$ cat src/rtl/core/bqc_ram.sv
// generic single-port-write ram with registered read
`timescale 1ns / 1ps

module bqc_ram #(
    parameter int WIDTH = 8,
    parameter int DEPTH = 8
) (
    input  logic                                     clk,
    input  logic                                     we,
    input  logic [(DEPTH > 1 ? $clog2(DEPTH) : 1)-1:0] waddr,
    input  logic [WIDTH-1:0]                         wdata,
    input  logic                                     re,
    input  logic [(DEPTH > 1 ? $clog2(DEPTH) : 1)-1:0] raddr,
    output logic [WIDTH-1:0]                         rdata
);

    logic [WIDTH-1:0] mem [DEPTH];
    logic [WIDTH-1:0] rdata_reg;

    always_ff @(posedge clk)
    begin
        if (we)
        begin
            mem[waddr] <= wdata;
        end
        if (re)
        begin
            rdata_reg <= mem[raddr];
        end
    end

    assign rdata = rdata_reg;

endmodule

$ cat config.mk
export PLATFORM = sky130hd
export DESIGN_NAME = bqc_ram
export DESIGN_NICKNAME = d
export VERILOG_FILES = /design/src/rtl/core/bqc_ram.sv
export SDC_FILE = /design/constraint.sdc
export NUM_CORES = 1
export LEC_CHECK = 0
export ABC_CLOCK_PERIOD_IN_PS = 3100
export BUFFER_PORTS_ARGS = -buffer_cell sky130_fd_sc_hd__clkbuf_2
export CORE_ASPECT_RATIO = 0.6
export CORE_MARGIN = 5
export CORE_UTILIZATION = 60
export CTS_CLUSTER_SIZE = 10
export DETAILED_ROUTE_END_ITERATION = 8
export PLACE_DENSITY_LB_ADDON = 0.1
export SLEW_MARGIN = 20
export SYNTH_ARGS = -nofsm -noshare
export SYNTH_HDL_FRONTEND = slang
export SYNTH_SLANG_ARGS = --single-unit
$ cat constraint.sdc
create_clock -name clk -period 3.1 [get_ports clk]
set_input_delay 0.465 -clock clk [delete_from_list [all_inputs] [get_ports clk]]
set_output_delay 0.465 -clock clk [all_outputs]
set_load 0.005 [all_outputs]
; ---- After elaboration in Yosys (flattened, before gate mapping)
; Memories as Yosys holds them, arrays and structs flattened. A register that Yosys moved wholly into a read port is not among the register bits.
; Cells that the tools add are included.
[totals]
latch_bits = 0
mem_bits_ro = 0
mem_count = 1
elab_cells = 3
regBits = 0
output_inout_bits = 8
ram_bits = 64
in_bits = 17
[memory_table]
columns = name, words, word_bits, read_ports, rd_ports_with_merged_regs, write_ports, line
row1 = mem, 8, 8, 1, 1, 1, 17  ; logic [WIDTH-1:0] mem [DEPTH];
[op_classes]
n_reduce_logical = 0
n_shift = 0
eq_ne = 0
addsub = 0
bitwise_logic = 0
n_mul = 0
div = 0
n_lt_le_gt_ge = 0
n_mux = 2
[ops]
columns = cell, count
row1 = $mux W1, 2

; ---- Logic depth before layout (Yosys ltp)
; Gate-level depths: netlist of run 1.
[logic_depth]
depth_word = 2
depth_mapped = 4
mapped_depth_nobuf = 2

; ---- Worst setup path after synthesis of run 1
; No wires, ideal clock.
[synth_path]
kind = in2reg
from = input port raddr[0] in the netlist's numbering
to = register rdata_reg[1], in the netlist rdata[1], read port of mem, data pin
setup_ns = 0.260
cell_stages = 4
arrival_time_ns = 1.488
slack_ns = 1.352
required_time_ns = 2.840
path_cell_list = buf_6 buf_12 mux4_1 mux2_2
[synth_rtl]
columns = element, line
row1 = start: declaration, 13  ; input logic [(DEPTH > 1 ? $clog2(DEPTH) : 1)-1:0] raddr,
row2 = end: declaration, 18  ; logic [WIDTH-1:0] rdata_reg;

==> run_results.csv, run 1 <==
group,metric,value,unit
status,status,"finished clean",
routing,dr.pass1.iters,4,
die,row_count,19,
clock_network,hold_buffers,0,
sta,max_slew_margin,43.0,%
final_layout,area_growth,11.3,%
setup_path,cp-end-kind,"flop",
grt,grt_pass1_vias,1270,
placement,gp_congestion,0.670,
setup_path,reg2regPathDepth,2,
setup_path,rr_endpoint,"rdata[2]$_DFFE_PP_",
sta,maxSlewViolCount,0,
pwr,combinationalPowerShare,5.5,%
min_path,hold_depth,1,
final_layout,fillers,288,
clock_network,h-tree-depth,3,
sta,rsz0062_at_grt,"false",
grt,grt_overflow,0,
pwr,netSwitchingPower,0.331,mW
sta,tightest_slew,0.853,ns
clock_network,cts_tree,"done",
setup_path,startpoint_type,"input port",
clock_network,clock_latency,0.33,ns
min_path,worstHoldStart,"wdata[7]",
pwr,cellLeakagePower,1.06,nW
setup_path,rr_startpoint,"mem[2][2]$_DFFE_PP_",
pwr,p_per_area,573,nW/µm²
grt,antenna_found_initial,0,
placement,dp_cells,198,
final_layout,diodes,0,
die,start_util,61.4,%
synth,syn_nets,131,
clock_network,cts_resized,0,
min_path,min_to,"mem[6][7]$_DFFE_PP_",
placement,dp_slack,1.05,ns
pwr,pwr-share-seq,63.3,%
synth,netlist_instances,114,
final_layout,largest_reg_flops,64,
die,pin_count,25,
final_layout,drive_gt1_share,30.2,%
routing,postRouteAntennaNets,0,
setup_path,critical_path_class,"in -> reg",
synth,synth.distinct_cells,13,
grt,grt_pass1_wl,6600,µm
sta,setup_ws,1.40,ns
synth,ys_seq_area_share,78.0,%
final_layout,stdcell_count,212,
pwr,p_total,1.77,mW
die,dieArea,6120,µm²
placement,placed_area,2940,µm²
pwr,internal_power,1.44,mW
pwr,clock_power_share,31.2,%
min_path,min_path_type,"in -> reg",
grt,track_usage,15.3,%
sta,finalCriticalPeriod,1.70,ns
pwr,peakVddDrop,0.453,mV
routing,drc,0,
routing,avgViaCountPerCell,5.66,
sta,post-route-period-util,54.9,%
clock_network,cts_root_buf,"clkbuf_8",
final_layout,nNetsFinal,163,
placement,port_buffers,24,
clock_network,post-cts-setup-buffers,0,
pwr,switching_share,18.7,%
routing,num_vias,1199,
die,die_x,97.7,µm
die,die_h,62.6,µm
sta,hold_ws,0.412,ns
job,max_cap_violations,0,
sta,tns,0,ns
setup_path,rrSetupSlack,1.72,ns
routing,drtIter0Drc,51,
final_layout,final_area,3090,µm²
clock_network,cts_buffers,9,
final_layout,fin_util,68.3,%
synth,post_synth.cell_area_avg,24.3,µm²
clock_network,clk_path_buf_depth,2,
sta,setup_viol,0,
sta,skew,0.00529,ns
synth,yosys_warnings,0,
setup_path,critPathMaxFanout,16,
clock_network,cts.sinks,72,
sta,hold_viol_final,0,
sta,clock.fmax,0.588,GHz
clock_network,clkTransAtPathRegs,0.06,ns
die,core_region_area,4520,µm²
setup_path,required,3.18,ns
grt,grt_max_degree,17,
synth,syn_area,2770,µm²
routing,wirelength,4020,µm
setup_path,arrival,1.78,ns
synth,synth_seq_cells,72,
routing,wl_per_cell,18.9,µm
[per-layer routing]
metal / up-vias / track usage [%] / share of wire [%]
li1: 555 / - / -
met1: 600 / 18.7 / 42
met2: 37 / 24.1 / 49
met3: 7 / 6.13 / 7.1
met4: 0 / 6.74 / 1.9
met5: - / 0 / 0
[worst max-delay path, stage by stage]
cell	delay [ns]
clkbuf_2	0.41
mux4_1	0.64
mux2_2	0.27
[area by class of cell]
type                    count  area, µm²  area share [%]
repair buffers             26        135            4.38
clock buffers              12        135            4.38
well taps                  63       78.8            2.55
clock inverters             2       8.76           0.284
multi-input cells          37        566            18.3
flip-flops and latches     72       2160            70.1
[cell usage after synthesis, drive strengths merged]
cell type	instances	area [µm²]
buf	4	40.0
clkbuf	1	3.75
edfxtp	72	2160
mux2	8	90.1
mux4	16	417
nand2	2	7.51
nand2b	3	18.8
nor2	6	22.5
nor3	2	10.0
[power by group through the flow]
stage	Clock [mW]	Combinational (mW)	Sequential, mW
2_1_floorplan	0	0.0588	1.14
3_3_place_gp	0	0.0948	1.14
3_5_place_dp	0	0.0986	1.14
4_1_cts	0.574	0.0988	1.12
5_1_grt	0.622	0.107	1.12
6_report	0.553	0.0966	1.12
[worst max-delay path by stage]
stage | start | endpoint | cells after the start
finish | raddr[0] | rdata[2]$_DFFE_PP_ | 3
global route | raddr[0] | rdata[6]$_DFFE_PP_ | 3
CTS | raddr[0] | rdata[3]$_DFFE_PP_ | 3
detailed placement | raddr[0] | rdata[2]$_DFFE_PP_ | 3
global placement | raddr[0] | rdata[5]$_DFFE_PP_ | 3
floorplan | raddr[0] | rdata[1]$_DFFE_PP_ | 4
[cell families (layout without fill, tap and decap cells)]
group                  Yosys count  in the layout  share of synthesized area (%)
DFF                             72             72                           78.0
muxes                           24             24                           18.3
buffers and inverters            5             40                           1.58
and+or+nand+nor                 13             13                           2.12
[cell usage in the layout, fill, tap and decap left out, drive strengths merged]
cell type and n:
mux2 8, clkbuf 36, mux4 16, nor3 2, nand2b 3, nor2 6, nand2 2, clkinv 2
buf 2, edfxtp 72
Note: power is estimated with default switching activity, not from simulation.
==> inputs of run 2 (changes only) <==
- ABC_AREA: unset -> 1
- ABC_CLOCK_PERIOD_IN_PS: 3100 -> 1700
- CORE_UTILIZATION: 60 -> 59
- clock period: 3.1 -> 1.7 ns (I/O delays scaled with it)
==> run 2 against run 1 <==
  * Die area rose by 13%
  * Largest power group unchanged
  * Cell area rose by 15%
  * Sequential cell count is the same
  * Wire length up 43%
  * Final cell count rose by 93%
  * Sequential power is 82% higher
  * Via count is 62% higher
  * Critical endpoint is now rdata[4]
  * Combinational power rose to 2.5 times the previous value
  * Non-clock buffer count grew 10
  * Synthesized area rose by 13%
  * Clock skew up 0.0015 ns
==> run_results.csv, run 2 <==
group,metric,value,unit
setup_path,cp-end-kind,"output port",
synth,async_flop_share,0,%
placement,dp_slack,0.304,ns
sta,hold_viol_final,0,
grt,track_usage,19.1,%
synth,synth_top_area_share,69.1,%
sta,setup_viol,0,
clock_network,clock_latency,0.34,ns
setup_path,critPathBufInv,1,
die,core_region_area,5100,µm²
clock_network,clk_path_buf_depth,2,
placement,gp_congestion,0.742,
placement,placed_area,3320,µm²
synth,synth.distinct_cells,10,
clock_network,post-cts-setup-buffers,0,
routing,wl_per_cell,14.0,µm
setup_path,path_cells,"clkbuf_2",
min_path,min_to,"mem[6][1]$_DFFE_PP_",
sta,tightest_slew,0.401,ns
clock_network,cts_resized,0,
sta,setup_ws,0.605,ns
pwr,pwr-share-seq,55.1,%
clock_network,hold_buffers,0,
final_layout,final_common_cell,"nand2_1",
pwr,internal_power,2.93,mW
synth,yosys_warnings,0,
die,row_count,20,
routing,drtIter0Drc,166,
pwr,peakVddDrop,0.697,mV
synth,synthTopCellsByCount,"nand2_1, edfxtp_1, inv_1",
status,status,"finished clean",
die,die_h,66.4,µm
synth,post_synth.cell_area_avg,10.3,µm²
min_path,hold_depth,1,
setup_path,cp.depth,1,
routing,drc,0,
final_layout,nNetsFinal,356,
pwr,netSwitchingPower,0.778,mW
grt,grt_pass1_vias,1933,
sta,post-route-period-util,64.4,%
grt,grt_pass1_wl,9580,µm
die,pin_count,25,
sta,maxSlewViolCount,0,
setup_path,critPathMaxFanout,1,
setup_path,rr_endpoint,"rdata[3]$_DFFE_PP_",
final_layout,area_growth,12.9,%
setup_path,slowest_stage,"edfxtp_1",
synth,synth_edf_count,72,
grt,grt_max_degree,33,
setup_path,reg2regPathDepth,6,
final_layout,diodes,0,
die,dieArea,6910,µm²
synth,ys_seq_area_share,69.1,%
sta,clock.fmax,0.913,GHz
clock_network,clkTransAtPathRegs,0.07,ns
synth,synthFlopType,"edfxtp_1",
pwr,cellLeakagePower,1.66,nW
pwr,clock_power_share,38.3,%
setup_path,startpoint_type,"flop",
clock_network,cts_root_buf,"clkbuf_8",
sta,max_slew_margin,73.3,%
final_layout,fin_util,69.2,%
synth,syn_area,3130,µm²
placement,hpwl,3580,µm
synth,synth_seq_cells,72,
synth,synth_most_common_cell,"nand2_1",
setup_path,required,1.44,ns
final_layout,mostFrequentLayoutCells,"nand2_1, edfxtp_1, inv_1, nand3_1, clkbuf_2",
grt,grt_overflow,0,
setup_path,crit_path_max_incr_delay,0.38,ns
clock_network,cts.sinks,72,
clock_network,h-tree-depth,3,
routing,wirelength,5750,µm
synth,synthTopCellsByArea,"edfxtp_1, nand2_1, inv_1, nand3_1, buf_6",
pwr,p_total,3.71,mW
routing,postRouteAntennaNets,0,
setup_path,rrSetupSlack,0.71,ns
setup_path,rr_startpoint,"mem[0][3]$_DFFE_PP_",
setup_path,critical_path_class,"reg -> out",
final_layout,largest_reg_flops,64,
sta,rsz0062_at_grt,"false",
min_path,min_path_type,"in -> reg",
routing,dr.pass1.iters,4,
setup_path,crit_family,"flip-flops",
placement,dp_cells,394,
final_layout,drive_gt1_share,15.1,%
synth,netlist_instances,303,
placement,port_buffers,24,
sta,skew,0.00682,ns
routing,avgViaCountPerCell,4.75,
pwr,combinationalPowerShare,6.7,%
job,max_cap_violations,0,
routing,num_vias,1946,
setup_path,arrival,0.84,ns
min_path,worstHoldStart,"wdata[1]",
clock_network,cts_buffers,9,
clock_network,cts_tree,"done",
sta,tns,0,ns
sta,hold_ws,0.193,ns
synth,synth.largest_area_cell,"edfxtp_1",
final_layout,final_area,3530,µm²
pwr,p_per_area,1050,nW/µm²
sta,finalCriticalPeriod,1.10,ns
synth,syn_nets,320,
grt,antenna_found_initial,0,
die,die_x,104,µm
die,start_util,61.3,%
final_layout,stdcell_count,410,
pwr,switching_share,21.0,%
## run 2: kinds of logic after synthesis
logic type    Yosys count  synth area share (%)
simple gates          150                  19.3
buf+inv                81                  11.7
flops                  72                  69.1
## run 2: how the worst max path moves through the flow
stage / start / endpoint / slack (ns)
after floorplan: waddr[0] / mem[0][0]$_DFFE_PP_ / 0.57
after global placement: raddr[1] / rdata[1]$_DFFE_PP_ / 0.34
after detailed placement: raddr[1] / rdata[0]$_DFFE_PP_ / 0.30
after CTS: rdata[4]$_DFFE_PP_ / rdata[4] / 0.58
after global routing: raddr[1] / rdata[5]$_DFFE_PP_ / 0.54
final: rdata[4]$_DFFE_PP_ / rdata[4] / 0.60
## run 2: layout make-up
type	count	area [µm²]
fill	391	1570
multi-input combinational	150	603
timing repair buffer	36	210
inverter	70	265
tap	66	82.6
clock inverter	6	83.8
clock buffer	10	128
sequential	72	2160
## run 2: power by group through the flow
stage / registers (mW) / clock network [mW] / logic [mW]
2_1_floorplan: 2.08 / 0 / 0.158
3_3_place_gp: 2.08 / 0 / 0.243
3_5_place_dp: 2.08 / 0 / 0.247
4_1_cts: 2.04 / 1.45 / 0.248
5_1_grt: 2.05 / 1.54 / 0.285
6_report: 2.04 / 1.42 / 0.246
## run 2: routing by layer
layer,vias up,GRT usage [%],wire [µm]
li1,1010,-,-
met1,867,24.7,2570
met2,62,30.4,2630
met3,7,6.15,487
met4,0,7.43,61
met5,-,0,0
==> inputs of run 3 (changes only) <==
- ABC_CLOCK_PERIOD_IN_PS: 1700 -> 1100
- clock period: 1.7 -> 1.1 ns (I/O delays scaled with it)
==> run 3 against run 2 <==
  * Global-route usage rose by 0.50 points
  * Final cell count rose by 1.5%
  * Via count rose by 3.0%
  * Largest power group unchanged
  * Highest routed layer unchanged
==> run_results.csv, run 3 (synthesized netlist as in run 2, its figures left out) <==
group,metric,value,unit
status,status,"finished clean",
routing,wirelength,6000,µm
job,max_cap_violations,0,
final_layout,stdcell_count,416,
setup_path,required,0.94,ns
final_layout,nNetsFinal,362,
routing,drc,0,
sta,skew,0.00770,ns
clock_network,h-tree-depth,3,
routing,avgViaCountPerCell,4.82,
grt,track_usage,19.6,%
clock_network,cts_root_buf,"clkbuf_8",
final_layout,final_common_cell,"nand2_1",
die,start_util,61.3,%
placement,hpwl,4000,µm
sta,post-route-period-util,91.1,%
die,die_x,104,µm
grt,grt_pass1_vias,1988,
pwr,p_per_area,1600,nW/µm²
final_layout,regArea,2160,µm²
grt,antenna_found_initial,0,
pwr,p_total,5.75,mW
placement,gp_congestion,0.766,
setup_path,cp-end-kind,"output port",
sta,finalCriticalPeriod,1.00,ns
setup_path,critPathMaxFanout,1,
routing,dr.pass1.iters,4,
clock_network,cts.sinks,72,
sta,max_slew_margin,77.8,%
setup_path,path_cells,"clkbuf_2",
clock_network,clock_latency,0.34,ns
sta,tightest_slew,0.332,ns
sta,setup_ws,0.0978,ns
clock_network,clkTransAtPathRegs,0.07,ns
setup_path,critical_path_class,"reg -> out",
die,die_h,66.4,µm
final_layout,fillers,390,
setup_path,crit_path_max_incr_delay,0.38,ns
clock_network,cts_tree,"done",
clock_network,hold_buffers,0,
sta,tns,0,ns
setup_path,startpoint_type,"flop",
routing,wl_per_cell,14.4,µm
final_layout,multi_input_area,603,µm²
setup_path,critPathBufInv,1,
min_path,min_path_type,"in -> reg",
die,dieArea,6910,µm²
grt,grt_max_degree,17,
final_layout,largest_reg_flops,64,
clock_network,cts_resized,0,
pwr,peakVddDrop,1.25,mV
pwr,cellLeakagePower,1.71,nW
grt,grt_pass1_wl,10000,µm
setup_path,crit_family,"flip-flops",
placement,port_buffers,24,
clock_network,post-cts-setup-buffers,0,
die,row_count,20,
clock_network,clk_path_buf_depth,2,
routing,drtIter0Drc,128,
sta,clock.fmax,0.998,GHz
sta,hold_viol_final,0,
placement,dp_slack,-0.0190,ns
sta,maxSlewViolCount,0,
die,core_region_area,5100,µm²
placement,dp_cells,400,
routing,num_vias,2005,
setup_path,slowest_stage,"edfxtp_1",
sta,setup_viol,0,
die,pin_count,25,
final_layout,diodes,0,
clock_network,cts_buffers,9,
routing,postRouteAntennaNets,0,
final_layout,area_growth,15.1,%
final_layout,mostFrequentLayoutCells,"nand2_1, edfxtp_1, inv_1, nand3_1, clkbuf_2",
sta,rsz0062_at_grt,"false",
setup_path,arrival,0.84,ns
final_layout,drive_gt1_share,16.9,%
grt,grt_overflow,0,
-- run 3: changes by cell type in the layout (fill, tap and decap cells not counted) --
cell        change
clkinvlp_4      -1
buf_4           +4
clkbuf_1        -1
buf_12          +2
clkinv_2        +2
-- run 3: layout make-up --
type                            instances  share of cell area, %
Multi-Input combinational cell        150                   16.7
Timing Repair Buffer                   42                   7.78
Inverter                               70                   7.36
Clock inverter                          7                   2.40
Tap cell                               66                   2.29
Clock buffer                            9                   3.44
Sequential cell                        72                   60.0
-- run 3: metrics by stage --
stage | utilization (%) | cell area [µm²] | hold slack [ns]
2_1_floorplan | - | 3130 | 0.264
3_3_place_gp | 66.5 | 3390 | 0.446
3_5_place_dp | 66.5 | 3390 | 0.453
4_1_cts | 70.6 | 3600 | 0.0993
5_1_grt | 70.6 | 3600 | 0.106
6_report | 70.6 | 3600 | 0.102
-- run 3: metal layers --
layer / GRT usage, % / part of all wire [%] / up-vias / wire length (µm)
met1: 26.3 / 45 / 912 / 2710
met3: 5.76 / 7.2 / 5 / 434
li1: - / - / 1027 / -
met4: 7.11 / 0.73 / 0 / 44
met2: 30.8 / 47 / 61 / 2810
met5: 0 / 0 / - / 0
-- run 3: report_power, final --
part	total [mW]	switching (mW)	internal [mW]
registers	3.15	0.0226	3.13
logic	0.415	0.263	0.152
clock network	2.19	0.931	1.26
total	5.75	1.22	4.54
-- run 3: final timing paths --
kind         depth (start not counted)             endpoint  slack, ns                 from
max                                  1             rdata[4]        0.1   rdata[4]$_DFFE_PP_
min reg2reg                          6   rdata[4]$_DFFE_PP_       0.70  mem[4][4]$_DFFE_PP_
min                                  1  mem[1][3]$_DFFE_PP_       0.10             wdata[3]
max reg2reg                          6   rdata[1]$_DFFE_PP_       0.12  mem[1][1]$_DFFE_PP_
-- run 3: worst reg2reg max path, cell delays in order, from the launching register on --
cell and delay, ns:
edfxtp_1 0.36, inv_1 0.07, nand2_1 0.06, nand3_1 0.09
nand2_1 0.05, nand2_1 0.06, nand2_1 0.05
